**src/rtl/core/scanner_frame_receiver_controller_macros.svh**
```systemverilog
// Assertion macros shared by the scanner frame receiver controller.
// Included by the top level; relies on i_clk and i_rst_n in scope.
`ifndef SCANNER_FRAME_RECEIVER_CONTROLLER_MACROS_SVH
`define SCANNER_FRAME_RECEIVER_CONTROLLER_MACROS_SVH

// Condition implies consequence in the same cycle.
`define SFRC_ASSERT_IMP(label, cond, cons, msg) \
    label: assert property (@(posedge i_clk) disable iff (!i_rst_n) (cond) |-> (cons)) \
        else $error(msg);

// Condition implies consequence in the next cycle.
`define SFRC_ASSERT_NXT(label, cond, cons, msg) \
    label: assert property (@(posedge i_clk) disable iff (!i_rst_n) (cond) |=> (cons)) \
        else $error(msg);

`endif

```
**src/rtl/core/sfrc_pkg.sv**
```systemverilog
// Shared types and codes of the scanner frame receiver controller.
// No dependencies; used by every module of the block.
`default_nettype none
package sfrc_pkg;

    localparam logic [2:0] CMD_RX     = 3'd0;
    localparam logic [2:0] CMD_TICK   = 3'd1;
    localparam logic [2:0] CMD_START  = 3'd2;
    localparam logic [2:0] CMD_SENT   = 3'd3;
    localparam logic [2:0] CMD_DEACT  = 3'd4;

    localparam logic [2:0] REG_FRAME_IDLE  = 3'd0;
    localparam logic [2:0] REG_TRIM        = 3'd1;
    localparam logic [2:0] REG_ACT_MODE    = 3'd2;
    localparam logic [2:0] REG_SW_HIGH     = 3'd3;
    localparam logic [2:0] REG_SCAN_TO     = 3'd4;
    localparam logic [2:0] REG_ACT_WIN     = 3'd5;
    localparam logic [2:0] REG_CMD_WIN     = 3'd6;
    localparam logic [2:0] REG_TERM        = 3'd7;

    localparam logic [3:0] EV_NONE      = 4'd0;
    localparam logic [3:0] EV_ACTIVATED = 4'd1;
    localparam logic [3:0] EV_DEACT     = 4'd2;
    localparam logic [3:0] EV_ACT_RESP  = 4'd3;
    localparam logic [3:0] EV_CMD_RESP  = 4'd4;
    localparam logic [3:0] EV_CODE      = 4'd5;
    localparam logic [3:0] EV_UNEXP     = 4'd6;
    localparam logic [3:0] EV_OVERFLOW  = 4'd7;
    localparam logic [3:0] EV_CMD_TO    = 4'd8;
    localparam logic [3:0] EV_SCAN_TO   = 4'd9;

    localparam logic [1:0] MODE_IDLE = 2'd0;
    localparam logic [1:0] MODE_ACT  = 2'd1;
    localparam logic [1:0] MODE_CMD  = 2'd2;
    localparam logic [1:0] MODE_CODE = 2'd3;

    localparam logic [1:0] AM_CMD  = 2'd0;
    localparam logic [1:0] AM_SW   = 2'd1;
    localparam logic [1:0] AM_BOTH = 2'd2;

    localparam logic [1:0] TX_ACTIVATE   = 2'b01;
    localparam logic [1:0] TX_DEACTIVATE = 2'b10;

    localparam logic [7:0] CHAR_SPACE = 8'h20;
    localparam logic [7:0] CHAR_TAB   = 8'h09;

    typedef enum logic [2:0] {
        K_DATA, K_TERM, K_TICK, K_START, K_SENT, K_DEACT, K_NOP
    } t_kind;

    typedef struct packed {
        t_kind       kind;
        logic [31:0] now;
        logic [7:0]  rx;
        logic [31:0] win;
    } t_item;

    typedef struct packed {
        logic [15:0] frame_idle;
        logic        trim;
        logic [1:0]  act_mode;
        logic        sw_high;
        logic [31:0] scan_to;
        logic [15:0] act_win;
        logic [15:0] cmd_win;
        logic [15:0] term;
    } t_cfg;

endpackage
`default_nettype wire

```
**src/rtl/core/sfrc_front.sv**
```systemverilog
// Front end: accepts input items, classifies them and resolves default windows.
// Depends on sfrc_pkg; feeds sfrc_queue.
`default_nettype none
module sfrc_front (
    input  wire logic            i_clk,
    input  wire logic            i_rst_n,
    input  wire sfrc_pkg::t_cfg  i_cfg,
    input  wire logic            i_in_valid,
    output logic                 o_in_stall,
    input  wire logic [2:0]      i_cmd,
    input  wire logic [31:0]     i_now_ms,
    input  wire logic [7:0]      i_rx_byte,
    input  wire logic [31:0]     i_window_ms,
    input  wire logic            i_q_full,
    output logic                 o_push,
    output sfrc_pkg::t_item      o_item
);

    logic            r_valid;
    sfrc_pkg::t_item r_item;
    sfrc_pkg::t_item n_item;
    logic            accept;
    logic            is_term;
    logic [7:0]      t_first;
    logic [7:0]      t_second;

    assign t_first  = i_cfg.term[15:8];
    assign t_second = i_cfg.term[7:0];
    assign is_term  = (t_first != 8'd0) &&
                      ((i_rx_byte == t_first) || ((t_second != 8'd0) && (i_rx_byte == t_second)));

    always_comb begin
        n_item.now = i_now_ms;
        n_item.rx  = i_rx_byte;
        n_item.win = i_window_ms;
        unique case (i_cmd)
            sfrc_pkg::CMD_RX:    n_item.kind = is_term ? sfrc_pkg::K_TERM : sfrc_pkg::K_DATA;
            sfrc_pkg::CMD_TICK:  n_item.kind = sfrc_pkg::K_TICK;
            sfrc_pkg::CMD_START: begin
                n_item.kind = sfrc_pkg::K_START;
                if (i_window_ms == 32'd0) n_item.win = i_cfg.scan_to;
            end
            sfrc_pkg::CMD_SENT:  begin
                n_item.kind = sfrc_pkg::K_SENT;
                if (i_window_ms == 32'd0) n_item.win = {16'd0, i_cfg.cmd_win};
            end
            sfrc_pkg::CMD_DEACT: n_item.kind = sfrc_pkg::K_DEACT;
            default:             n_item.kind = sfrc_pkg::K_NOP;
        endcase
    end

    assign o_in_stall = r_valid && i_q_full;
    assign accept     = i_in_valid && !o_in_stall;
    assign o_push     = r_valid && !i_q_full;
    assign o_item     = r_item;

    always_ff @(posedge i_clk) begin
        if (!i_rst_n) begin
            r_valid <= 1'b0;
        end else begin
            r_valid <= accept || (r_valid && i_q_full);
        end
        if (accept) r_item <= n_item;
    end

endmodule
`default_nettype wire

```
**src/rtl/core/sfrc_queue.sv**
```systemverilog
// Short item queue between the front end and the back end.
// Depends on sfrc_pkg for the item type.
`default_nettype none
module sfrc_queue #(
    parameter int DEPTH = 2
) (
    input  wire logic            i_clk,
    input  wire logic            i_rst_n,
    input  wire logic            i_push,
    input  wire sfrc_pkg::t_item i_item,
    output logic                 o_full,
    input  wire logic            i_pop,
    output logic                 o_empty,
    output sfrc_pkg::t_item      o_item
);

    localparam int AW = (DEPTH > 1) ? $clog2(DEPTH) : 1;
    localparam int CW = $clog2(DEPTH + 1);

    sfrc_pkg::t_item r_mem [DEPTH];
    logic [AW-1:0]   r_wr;
    logic [AW-1:0]   r_rd;
    logic [CW-1:0]   r_cnt;
    logic            do_push;
    logic            do_pop;

    assign o_full  = (r_cnt == CW'(DEPTH));
    assign o_empty = (r_cnt == '0);
    assign o_item  = r_mem[r_rd];
    assign do_push = i_push && !o_full;
    assign do_pop  = i_pop && !o_empty;

    always_ff @(posedge i_clk) begin
        if (!i_rst_n) begin
            r_wr  <= '0;
            r_rd  <= '0;
            r_cnt <= '0;
        end else begin
            if (do_push) r_wr <= (r_wr == AW'(DEPTH - 1)) ? '0 : r_wr + 1'b1;
            if (do_pop)  r_rd <= (r_rd == AW'(DEPTH - 1)) ? '0 : r_rd + 1'b1;
            if (do_push && !do_pop)      r_cnt <= r_cnt + 1'b1;
            else if (do_pop && !do_push) r_cnt <= r_cnt - 1'b1;
        end
        if (do_push) r_mem[r_wr] <= i_item;
    end

endmodule
`default_nettype wire

```
**src/rtl/core/sfrc_back.sv**
```systemverilog
// Back end: executes items, holds scan state and frame store, emits results.
// Depends on sfrc_pkg; fed by sfrc_queue.
`default_nettype none
module sfrc_back #(
    parameter int MAX_FRAME = 64
) (
    input  wire logic            i_clk,
    input  wire logic            i_rst_n,
    input  wire sfrc_pkg::t_cfg  i_cfg,
    input  wire logic            i_empty,
    input  wire sfrc_pkg::t_item i_item,
    output logic                 o_pop,
    output logic                 o_out_valid,
    input  wire logic            i_out_stall,
    output logic [3:0]           o_event_res,
    output logic [7:0]           o_frame_byte,
    output logic [6:0]           o_frame_length,
    output logic                 o_last,
    output logic                 o_switch_level,
    output logic [1:0]           o_tx_request,
    output logic [1:0]           o_scan_state,
    output logic                 o_scan_active
);

    localparam int AW = $clog2(MAX_FRAME);
    localparam int CW = $clog2(MAX_FRAME + 1);

    typedef enum logic [1:0] {S_IDLE, S_EVENT, S_READ, S_BYTE} t_state;

    t_state        r_state;
    logic [1:0]    r_mode,   n_mode;
    logic          r_active, n_active;
    logic [31:0]   r_sdl,    n_sdl;
    logic [31:0]   r_rdl,    n_rdl;
    logic [31:0]   r_last_t, n_last_t;
    logic [CW-1:0] r_count,  n_count;
    logic          r_sw,     n_sw;
    logic [AW-1:0] r_first,  n_first;
    logic [AW-1:0] r_lastnb, n_lastnb;
    logic          r_any,    n_any;

    logic [3:0]    r_ev,     n_ev;
    logic          n_frame;
    logic [AW-1:0] r_addr,   n_start;
    logic [CW-1:0] r_remain, r_len, n_len;
    logic [1:0]    r_tx,     n_tx;
    logic [1:0]    r_st_mode;
    logic          r_st_active, r_st_sw;

    logic [7:0]    r_mem [MAX_FRAME];
    logic [7:0]    r_rd_data;
    logic          we;

    logic          out_free;
    logic          emit;
    logic          start_item;
    logic          any_eff;
    logic          blank;
    logic          do_end;
    logic          do_finish;
    logic          due_resp;
    logic          due_scan;
    logic [31:0]   gap;
    logic [1:0]    tick_mode;
    logic          sw_drive;
    logic [CW-1:0] trim_len;

    assign out_free   = !o_out_valid || !i_out_stall;
    assign emit       = ((r_state == S_EVENT) || (r_state == S_BYTE)) && out_free;
    assign start_item = (r_state == S_IDLE) && !i_empty;
    assign o_pop      = start_item;
    assign any_eff    = (r_count != '0) && r_any;
    assign blank      = (i_item.rx == sfrc_pkg::CHAR_SPACE) || (i_item.rx == sfrc_pkg::CHAR_TAB);
    assign due_resp   = ((i_item.now - r_rdl) < 32'h8000_0000);
    assign due_scan   = ((i_item.now - r_sdl) < 32'h8000_0000);
    assign gap        = i_item.now - r_last_t;
    assign sw_drive   = (i_cfg.act_mode == sfrc_pkg::AM_SW) || (i_cfg.act_mode == sfrc_pkg::AM_BOTH);
    assign trim_len   = any_eff ? CW'(r_lastnb - r_first) + 1'b1 : '0;
    assign we         = start_item && (i_item.kind == sfrc_pkg::K_DATA) &&
                        (r_count < CW'(MAX_FRAME));

    always_comb begin
        n_mode = r_mode;  n_active = r_active; n_sdl = r_sdl; n_rdl = r_rdl;
        n_last_t = r_last_t; n_count = r_count; n_sw = r_sw;
        n_first = r_first; n_lastnb = r_lastnb; n_any = any_eff;
        n_ev = sfrc_pkg::EV_NONE; n_frame = 1'b0; n_start = '0; n_len = '0;
        n_tx = 2'b00; do_end = 1'b0; do_finish = 1'b0;
        tick_mode = r_mode;
        unique case (i_item.kind)
            sfrc_pkg::K_DATA: begin
                n_last_t = i_item.now;
                if (r_count >= CW'(MAX_FRAME)) begin
                    n_count = '0;
                    n_ev    = sfrc_pkg::EV_OVERFLOW;
                end else begin
                    n_count = r_count + 1'b1;
                    if (!blank) begin
                        if (!any_eff) n_first = r_count[AW-1:0];
                        n_lastnb = r_count[AW-1:0];
                        n_any    = 1'b1;
                    end
                end
            end
            sfrc_pkg::K_TERM: begin
                n_last_t = i_item.now;
                if (r_count != '0) do_finish = 1'b1;
            end
            sfrc_pkg::K_TICK: begin
                if ((r_count != '0) && (i_cfg.frame_idle != 16'd0) && !gap[31] &&
                    (gap >= {16'd0, i_cfg.frame_idle})) begin
                    do_finish = 1'b1;
                end else begin
                    if ((r_mode == sfrc_pkg::MODE_ACT) && due_resp) tick_mode = sfrc_pkg::MODE_CODE;
                    n_mode = tick_mode;
                    if ((tick_mode == sfrc_pkg::MODE_CMD) && due_resp) begin
                        n_mode = r_active ? sfrc_pkg::MODE_CODE : sfrc_pkg::MODE_IDLE;
                        n_ev   = sfrc_pkg::EV_CMD_TO;
                    end else if (r_active && (r_sdl != 32'd0) && due_scan) begin
                        do_end = 1'b1;
                        n_ev   = sfrc_pkg::EV_SCAN_TO;
                    end
                end
            end
            sfrc_pkg::K_START: begin
                if (r_active) n_tx = sfrc_pkg::TX_DEACTIVATE;
                n_count  = '0;
                n_last_t = 32'd0;
                if (sw_drive) n_sw = i_cfg.sw_high;
                if ((i_cfg.act_mode == sfrc_pkg::AM_CMD) || (i_cfg.act_mode == sfrc_pkg::AM_BOTH))
                    n_tx = n_tx | sfrc_pkg::TX_ACTIVATE;
                n_active = 1'b1;
                n_sdl    = (i_item.win == 32'd0) ? 32'd0 : i_item.now + i_item.win;
                n_rdl    = i_item.now + {16'd0, i_cfg.act_win};
                n_mode   = (i_cfg.act_win == 16'd0) ? sfrc_pkg::MODE_CODE : sfrc_pkg::MODE_ACT;
                n_ev     = sfrc_pkg::EV_ACTIVATED;
            end
            sfrc_pkg::K_SENT: begin
                n_count  = '0;
                n_last_t = 32'd0;
                n_rdl    = i_item.now + i_item.win;
                n_mode   = (i_item.win == 32'd0) ? sfrc_pkg::MODE_IDLE : sfrc_pkg::MODE_CMD;
            end
            sfrc_pkg::K_DEACT: begin
                do_end = 1'b1;
                n_ev   = sfrc_pkg::EV_DEACT;
            end
            default: ;
        endcase
        if (do_finish) begin
            n_count = '0;
            n_len   = i_cfg.trim ? trim_len : r_count;
            n_start = i_cfg.trim ? r_first : '0;
            if (n_len != '0) begin
                n_frame = 1'b1;
                case (r_mode)
                    sfrc_pkg::MODE_ACT:  n_ev = sfrc_pkg::EV_ACT_RESP;
                    sfrc_pkg::MODE_CMD:  n_ev = sfrc_pkg::EV_CMD_RESP;
                    sfrc_pkg::MODE_CODE: n_ev = sfrc_pkg::EV_CODE;
                    default:             n_ev = sfrc_pkg::EV_UNEXP;
                endcase
                if (r_mode == sfrc_pkg::MODE_CODE) do_end = 1'b1;
            end
        end
        if (do_end) begin
            n_tx     = n_tx | sfrc_pkg::TX_DEACTIVATE;
            if (sw_drive) n_sw = !i_cfg.sw_high;
            n_mode   = sfrc_pkg::MODE_IDLE;
            n_active = 1'b0;
            n_sdl    = 32'd0;
            n_rdl    = 32'd0;
        end
    end

    always_ff @(posedge i_clk) begin
        if (we) r_mem[r_count[AW-1:0]] <= i_item.rx;
        if (r_state == S_READ) r_rd_data <= r_mem[r_addr];
    end

    always_ff @(posedge i_clk) begin
        if (!i_rst_n) begin
            r_state     <= S_IDLE;
            r_mode      <= sfrc_pkg::MODE_IDLE;
            r_active    <= 1'b0;
            r_sdl       <= 32'd0;
            r_rdl       <= 32'd0;
            r_last_t    <= 32'd0;
            r_count     <= '0;
            r_sw        <= 1'b0;
            r_any       <= 1'b0;
            o_out_valid <= 1'b0;
        end else begin
            if (o_out_valid && !i_out_stall && !emit) o_out_valid <= 1'b0;
            unique case (r_state)
                S_IDLE: begin
                    if (start_item) begin
                        r_mode <= n_mode; r_active <= n_active; r_sdl <= n_sdl;
                        r_rdl <= n_rdl; r_last_t <= n_last_t; r_count <= n_count;
                        r_sw <= n_sw; r_first <= n_first; r_lastnb <= n_lastnb;
                        r_any <= n_any;
                        r_ev <= n_ev; r_tx <= n_tx; r_addr <= n_start;
                        r_len <= n_len; r_remain <= n_len;
                        r_st_mode <= n_mode; r_st_active <= n_active; r_st_sw <= n_sw;
                        r_state <= n_frame ? S_READ : S_EVENT;
                    end
                end
                S_EVENT: begin
                    if (out_free) begin
                        o_out_valid    <= 1'b1;
                        o_event_res    <= r_ev;
                        o_frame_byte   <= 8'd0;
                        o_frame_length <= 7'd0;
                        o_last         <= 1'b1;
                        o_switch_level <= r_st_sw;
                        o_tx_request   <= r_tx;
                        o_scan_state   <= r_st_mode;
                        o_scan_active  <= r_st_active;
                        r_state        <= S_IDLE;
                    end
                end
                S_READ: r_state <= S_BYTE;
                S_BYTE: begin
                    if (out_free) begin
                        o_out_valid    <= 1'b1;
                        o_event_res    <= r_ev;
                        o_frame_byte   <= r_rd_data;
                        o_frame_length <= 7'(r_len);
                        o_last         <= (r_remain == CW'(1));
                        o_switch_level <= r_st_sw;
                        o_tx_request   <= r_tx;
                        o_scan_state   <= r_st_mode;
                        o_scan_active  <= r_st_active;
                        r_addr         <= r_addr + 1'b1;
                        r_remain       <= r_remain - 1'b1;
                        r_state        <= (r_remain == CW'(1)) ? S_IDLE : S_READ;
                    end
                end
                default: r_state <= S_IDLE;
            endcase
        end
    end

endmodule
`default_nettype wire

```
**src/rtl/core/scanner_frame_receiver_controller.sv**
```systemverilog
// Scanner frame receiver controller: link state, frame assembly and emission.
// A front end classifies each item and resolves default windows, a short queue
// decouples it from the back end, which holds all scan state and the frame
// store and emits the results. Every item gives at least one
// result; the back end takes an item from the queue only when idle, and a
// frame then gives one result per byte, each byte being read from the frame
// memory through its registered read port before it is presented. Any other
// item gives a single result. Input items keep arriving into the queue while
// results are being emitted or stalled, as long as the queue is not full.
// Configuration writes are always ready and take effect the next cycle.
`default_nettype none
`include "scanner_frame_receiver_controller_macros.svh"
module scanner_frame_receiver_controller #(
    parameter int MAX_FRAME   = 64,
    parameter int QUEUE_DEPTH = 2
) (
    input  wire logic        i_clk,
    input  wire logic        i_rst_n,
    input  wire logic        i_cfg_valid,
    output logic             o_cfg_ready,
    input  wire logic [2:0]  i_cfg_index,
    input  wire logic [31:0] i_cfg_data,
    input  wire logic        i_in_valid,
    output logic             o_in_stall,
    input  wire logic [2:0]  i_cmd,
    input  wire logic [31:0] i_now_ms,
    input  wire logic [7:0]  i_rx_byte,
    input  wire logic [31:0] i_window_ms,
    output logic             o_out_valid,
    input  wire logic        i_out_stall,
    output logic [3:0]       o_event_res,
    output logic [7:0]       o_frame_byte,
    output logic [6:0]       o_frame_length,
    output logic             o_last,
    output logic             o_switch_level,
    output logic [1:0]       o_tx_request,
    output logic [1:0]       o_scan_state,
    output logic             o_scan_active
);

    sfrc_pkg::t_cfg  r_cfg;
    sfrc_pkg::t_item f_item;
    sfrc_pkg::t_item q_item;
    logic            f_push;
    logic            q_full;
    logic            q_empty;
    logic            b_pop;
    logic            frame_ev;
    logic            idle_mode_ok;

    // The register port never waits.
    assign o_cfg_ready = 1'b1;

    // Result kinds that carry frame bytes, and the states allowed without a scan.
    assign frame_ev = (o_event_res == sfrc_pkg::EV_ACT_RESP) ||
                      (o_event_res == sfrc_pkg::EV_CMD_RESP) ||
                      (o_event_res == sfrc_pkg::EV_CODE) ||
                      (o_event_res == sfrc_pkg::EV_UNEXP);
    assign idle_mode_ok = (o_scan_state == sfrc_pkg::MODE_IDLE) ||
                          (o_scan_state == sfrc_pkg::MODE_CMD);

    always_ff @(posedge i_clk) begin
        if (!i_rst_n) begin
            r_cfg.frame_idle <= 16'd0;
            r_cfg.trim       <= 1'b0;
            r_cfg.act_mode   <= sfrc_pkg::AM_CMD;
            r_cfg.sw_high    <= 1'b1;
            r_cfg.scan_to    <= 32'd0;
            r_cfg.act_win    <= 16'd0;
            r_cfg.cmd_win    <= 16'd0;
            r_cfg.term       <= 16'h0D0A;
        end else if (i_cfg_valid) begin
            unique case (i_cfg_index)
                sfrc_pkg::REG_FRAME_IDLE: r_cfg.frame_idle <= i_cfg_data[15:0];
                sfrc_pkg::REG_TRIM:       r_cfg.trim       <= i_cfg_data[0];
                sfrc_pkg::REG_ACT_MODE:   r_cfg.act_mode   <= i_cfg_data[1:0];
                sfrc_pkg::REG_SW_HIGH:    r_cfg.sw_high    <= i_cfg_data[0];
                sfrc_pkg::REG_SCAN_TO:    r_cfg.scan_to    <= i_cfg_data;
                sfrc_pkg::REG_ACT_WIN:    r_cfg.act_win    <= i_cfg_data[15:0];
                sfrc_pkg::REG_CMD_WIN:    r_cfg.cmd_win    <= i_cfg_data[15:0];
                sfrc_pkg::REG_TERM:       r_cfg.term       <= i_cfg_data[15:0];
                default: ;
            endcase
        end
    end

    sfrc_front u_front (
        .i_clk       (i_clk),
        .i_rst_n     (i_rst_n),
        .i_cfg       (r_cfg),
        .i_in_valid  (i_in_valid),
        .o_in_stall  (o_in_stall),
        .i_cmd       (i_cmd),
        .i_now_ms    (i_now_ms),
        .i_rx_byte   (i_rx_byte),
        .i_window_ms (i_window_ms),
        .i_q_full    (q_full),
        .o_push      (f_push),
        .o_item      (f_item)
    );

    sfrc_queue #(.DEPTH(QUEUE_DEPTH)) u_queue (
        .i_clk   (i_clk),
        .i_rst_n (i_rst_n),
        .i_push  (f_push),
        .i_item  (f_item),
        .o_full  (q_full),
        .i_pop   (b_pop),
        .o_empty (q_empty),
        .o_item  (q_item)
    );

    sfrc_back #(.MAX_FRAME(MAX_FRAME)) u_back (
        .i_clk          (i_clk),
        .i_rst_n        (i_rst_n),
        .i_cfg          (r_cfg),
        .i_empty        (q_empty),
        .i_item         (q_item),
        .o_pop          (b_pop),
        .o_out_valid    (o_out_valid),
        .i_out_stall    (i_out_stall),
        .o_event_res    (o_event_res),
        .o_frame_byte   (o_frame_byte),
        .o_frame_length (o_frame_length),
        .o_last         (o_last),
        .o_switch_level (o_switch_level),
        .o_tx_request   (o_tx_request),
        .o_scan_state   (o_scan_state),
        .o_scan_active  (o_scan_active)
    );

    // A frame result always carries a nonzero length.
    `SFRC_ASSERT_IMP(a_frame_len, o_out_valid && frame_ev, o_frame_length != 7'd0, "frame result with zero length")
    // A received code always ends the scan.
    `SFRC_ASSERT_IMP(a_code_ends, o_out_valid && (o_event_res == sfrc_pkg::EV_CODE), !o_scan_active && (o_scan_state == sfrc_pkg::MODE_IDLE), "code did not end scan")
    // Without a scan only idle or command wait is possible.
    `SFRC_ASSERT_IMP(a_idle_modes, o_out_valid && !o_scan_active, idle_mode_ok, "scan state without active scan")
    // A stalled result stays on the port.
    `SFRC_ASSERT_NXT(a_hold, o_out_valid && i_out_stall, o_out_valid && $stable(o_frame_byte) && $stable(o_last), "stalled result changed")

endmodule
`default_nettype wire
```
**config.mk**
```make
export PLATFORM = sky130hd
export DESIGN_NAME = scanner_frame_receiver_controller
export DESIGN_NICKNAME = d
export VERILOG_FILES = /design/src/rtl/core/sfrc_pkg.sv /design/src/rtl/core/sfrc_front.sv /design/src/rtl/core/sfrc_queue.sv /design/src/rtl/core/sfrc_back.sv /design/src/rtl/core/scanner_frame_receiver_controller.sv
export VERILOG_INCLUDE_DIRS = /design/src /design/src/rtl/core
export SDC_FILE = /design/constraint.sdc
export NUM_CORES = 2
export LEC_CHECK = 0
export ABC_AREA = 1
export BUFFER_PORTS_ARGS = -buffer_cell sky130_fd_sc_hd__buf_2
export CAP_MARGIN = 0
export CORE_ASPECT_RATIO = 0.9
export CORE_UTILIZATION = 63
export DETAILED_ROUTE_END_ITERATION = 10
export GPL_TIMING_DRIVEN = 0
export PLACE_DENSITY_LB_ADDON = 0.2
export SETUP_SLACK_MARGIN = 0.02
export SLEW_MARGIN = 10
export SYNTH_ARGS = -nofsm -noshare
export SYNTH_HDL_FRONTEND = slang
export SYNTH_SLANG_ARGS = --single-unit
```
**constraint.sdc**
```tcl
create_clock -name i_clk -period 5.3 [get_ports i_clk]
set_input_delay 0.265 -clock i_clk [delete_from_list [all_inputs] [get_ports i_clk]]
set_output_delay 0.265 -clock i_clk [all_outputs]
set_load 0.02 [all_outputs]
```
==> flow_summary.json <==
{
  "outcome": "finished clean",
  "clk_transition_reported_paths_ps": 60,
  "place.detailed.hpwl_um": 111200,
  "slew-limit-headroom_pct": 12.84,
  "static_leak_nw": 21.19,
  "syn_area_per_cell_sq_um": 9.844,
  "die_height_um": 264.9,
  "synth.cell_area_sq_um": 48380,
  "cts_root_buffer": "sky130_fd_sc_hd__clkbuf_16",
  "clockBufferDepth": 3,
  "hold_viol_final": 0,
  "grt-ovfl-total": 0,
  "route.final.wire_length_um": 161700,
  "floorplan.die.width_um": 294.1,
  "register_area_share_after_synthesis_pct": 59.44,
  "crit_path_max_incr_delay_ps": 720,
  "synth_edf_count": 813,
  "dieArea_sq_um": 77910,
  "cp.arrival_ps": 5710,
  "critPathCaptureType": "flop",
  "setup_viol": 0,
  "yosys.cell_types.count": 63,
  "ys_dominant_reg_cell": "sky130_fd_sc_hd__edfxtp_1",
  "number_of_nets_in_the_layout": 5628,
  "post-synth-top-area-fraction_pct": 50.46,
  "worst_setup_path_start_kind": "flop",
  "clock_tree_from_tritoncts": "done",
  "post-place-cells": 6104,
  "min_period_ps": 5186,
  "number_of_cell_rows": 96,
  "worstPathMaxFanout": 10,
  "final.setup.tns_ps": 0,
  "clkLatencyLatePin_ps": 680,
  "power_per_cell_area_nw_per_um2": 538.0,
  "cts_inserted_buffers": 100,
  "core_area_sq_um": 76150,
  "postSynthCellCount": 4915,
  "finalMaxSlewViolations": 0,
  "ir_worst_vdd_mv": 0.4023,
  "ys_async_sr_fraction_pct": 0,
  "drt_pass1_iterations": 7,
  "grt_pass1_vias": 38150,
  "htree_levels": 3,
  "post_synth_main_area_contributors": "sky130_fd_sc_hd__edfxtp_1, sky130_fd_sc_hd__dfxtp_1, sky130_fd_sc_hd__nand2_1",
  "worst_case_clock_skew_ps": 54.61,
  "wl_per_cell_um": 25.10,
  "worst_hold_path_type": "in -> reg",
  "detailedRoute.firstIterationViolations": 5783,
  "n_fill_cell": 5361,
  "postSynthRegisterBits": 1030,
  "clkSinkCount": 1030,
  "drt.antenna.violating_nets": 0,
  "hold_path_startpoint": "i_cfg_data[1]",
  "finish.cell_count_without_fillers": 6442,
  "initial_utilization_pct": 63.54,
  "worst-endpoint-required_ps": 5830,
  "period_share_pct": 97.85,
  "synth_area_leader_cell": "sky130_fd_sc_hd__edfxtp_1",
  "yosys-top-cells-count": "sky130_fd_sc_hd__edfxtp_1, sky130_fd_sc_hd__nand2_1, sky130_fd_sc_hd__nor2_1",
  "area_growth_pct": 16.31,
  "mappedNetlistNets": 5214,
  "io_buffers": 142,
  "critPathMostFrequentCell": "sky130_fd_sc_hd__nand2_1",
  "grt_antenna_before_repair": 5,
  "max_clock_freq_mhz": 192.8,
  "worst_slew_pin_slew_ps": 1303,
  "share_of_final_layout_standard_cells_stronger_than_drive_strength_1_pct": 10.85,
  "via_count": 40450,
  "pin_count_of_the_biggest_net_entering_global_routing": 66,
  "routabilityCongestion": 1.007,
  "timing.setup.critical_path_class": "reg -> reg",
  "yosysMostFrequentCell": "sky130_fd_sc_hd__edfxtp_1",
  "route.detailed.vias_per_inst": 6.278,
  "drc_violations_left": 0,
  "timing.max_cap.violations": 0,
  "cpMaxStageDelayCell": "sky130_fd_sc_hd__o21ai_0",
  "global_route_wire_length_before_repair_um": 233800,
  "reg_to_reg_slack_setup_ps": 110,
  "io_pins": 144,
  "yosys_warnings": 0,
  "grt_util_all_layers_pct": 40.84
}
-- layer usage --
| metal | part of all wire (%) | up-vias | global-route usage, % |
|---|---|---|---|
| li1 | - | 17900 | - |
| met1 | 35 | 18990 | 50.33 |
| met2 | 45 | 2869 | 64.70 |
| met3 | 11 | 678 | 9.022 |
| met4 | 8.0 | 8 | 27.48 |
| met5 | 0.033 | - | 0 |
-- registers in the layout (all words and copies together) (netlist names), 4 cells and up, named ones only --
register / flops
u_back.r_ev: 4
u_back.r_rd_data: 8
u_back.o_frame_byte: 8
u_back.o_event_res: 4
u_back.r_len: 7
u_back.r_count: 7
u_queue.r_mem: 150
u_front.o_item: 75
u_back.r_rdl: 32
u_back.r_first: 6
u_back.r_lastnb: 6
u_back.r_addr: 6
u_back.r_last_t: 32
u_back.o_frame_length: 7
r_cfg: 100
u_back.r_sdl: 32
u_back.r_remain: 7
u_back.r_mem: 512
-- layout make-up --
cell class              count  area (sq um)  area share, %
flip-flops and latches   1030         28760          51.11
inverters                 511          1943          3.453
multi-input cells        3166         17450          31.01
diodes                      1         2.502       0.004447
plain buffers             208          1023          1.819
clock inverters            53         575.6          1.023
repair buffers            312          2525          4.487
clock buffers             132          2708          4.811
well taps                1029          1287          2.288
-- critical path, delay by kind of cell, from the launching register on --
kind / cells / cell delay (ps)
adder cells (fa/ha/maj): 1 / 510
buffers and inverters: 8 / 1280
AO/OA/AOI/OAI: 1 / 720
AND/OR/NAND/NOR: 18 / 2120
flip-flops: 1 / 360
-- repair_timing --
action | CTS | global route
buffers inserted | 14 | 26
hold buffers | 109 | 0
endpoints found under the setup margin | 106 | 97
pin swaps | 9 | 33
resized for setup | 90 | 100
gates cloned | 0 | 4
hold endpoints to repair | 113 | 0
-- path summary, 6_finish.rpt --
| check | endpoint | cells after the start |
|---|---|---|
| worst max register to register | u_back.r_rdl[26] | 28 |
| worst min-delay path | r_cfg[33] | 3 |
| worst max-delay path | u_back.r_rdl[26] | 28 |
| worst min register to register | u_back.o_scan_active | 0 |
-- placed cells by master (no fill, tap or decap), types with 109 or more instances in the layout --
cell / count
sky130_fd_sc_hd__o21ai_0: 485
sky130_fd_sc_hd__edfxtp_1: 813
sky130_fd_sc_hd__inv_1: 480
sky130_fd_sc_hd__a21oi_1: 251
sky130_fd_sc_hd__buf_2: 153
sky130_fd_sc_hd__nand3_1: 170
sky130_fd_sc_hd__dlygate4sd3_1: 109
sky130_fd_sc_hd__ha_1: 166
sky130_fd_sc_hd__dfxtp_1: 216
sky130_fd_sc_hd__nand2_1: 721
sky130_fd_sc_hd__clkbuf_1: 193
sky130_fd_sc_hd__nor2_1: 676
-- cells by family after synthesis --
| family | share of synthesized area, % |
|---|---|
| buffers and inverters | 5.813 |
| AOI/OAI and AO/OA | 12.24 |
| and+or+nand+nor | 16.31 |
| DFF | 59.44 |
| adders and majority gates | 4.820 |
| muxes | 0.1448 |
| other | 0.007751 |
| xor gates and xnor gates | 1.231 |
-- where the power goes --
part | leakage (nW) | switching, W | internal (W) | total (W)
combinational | 10.4 | 0.00888 | 0.00418 | 0.0131
clock | 1.60 | 0.00318 | 0.00403 | 0.00721
sequential | 9.19 | 0.000278 | 0.00973 | 0.0100
-- metrics by stage --
stage                     hold slack, ps  utilization, %  instance area (sq um)  power (W)  setup WS [ps]
after floorplan                    363.9               -                  48380    0.01769          582.3
after global routing               27.52           73.90                  56280    0.03155         -69.13
after global placement             402.9           66.16                  50380    0.02129          -2306
after detailed placement           407.1           66.69                  50790    0.02157          -2345
final                              33.56           73.90                  56280    0.03028          114.2
after CTS                          3.327           73.09                  55660    0.02914          20.90
No activity file was read; power rests on OpenSTA's default activity.
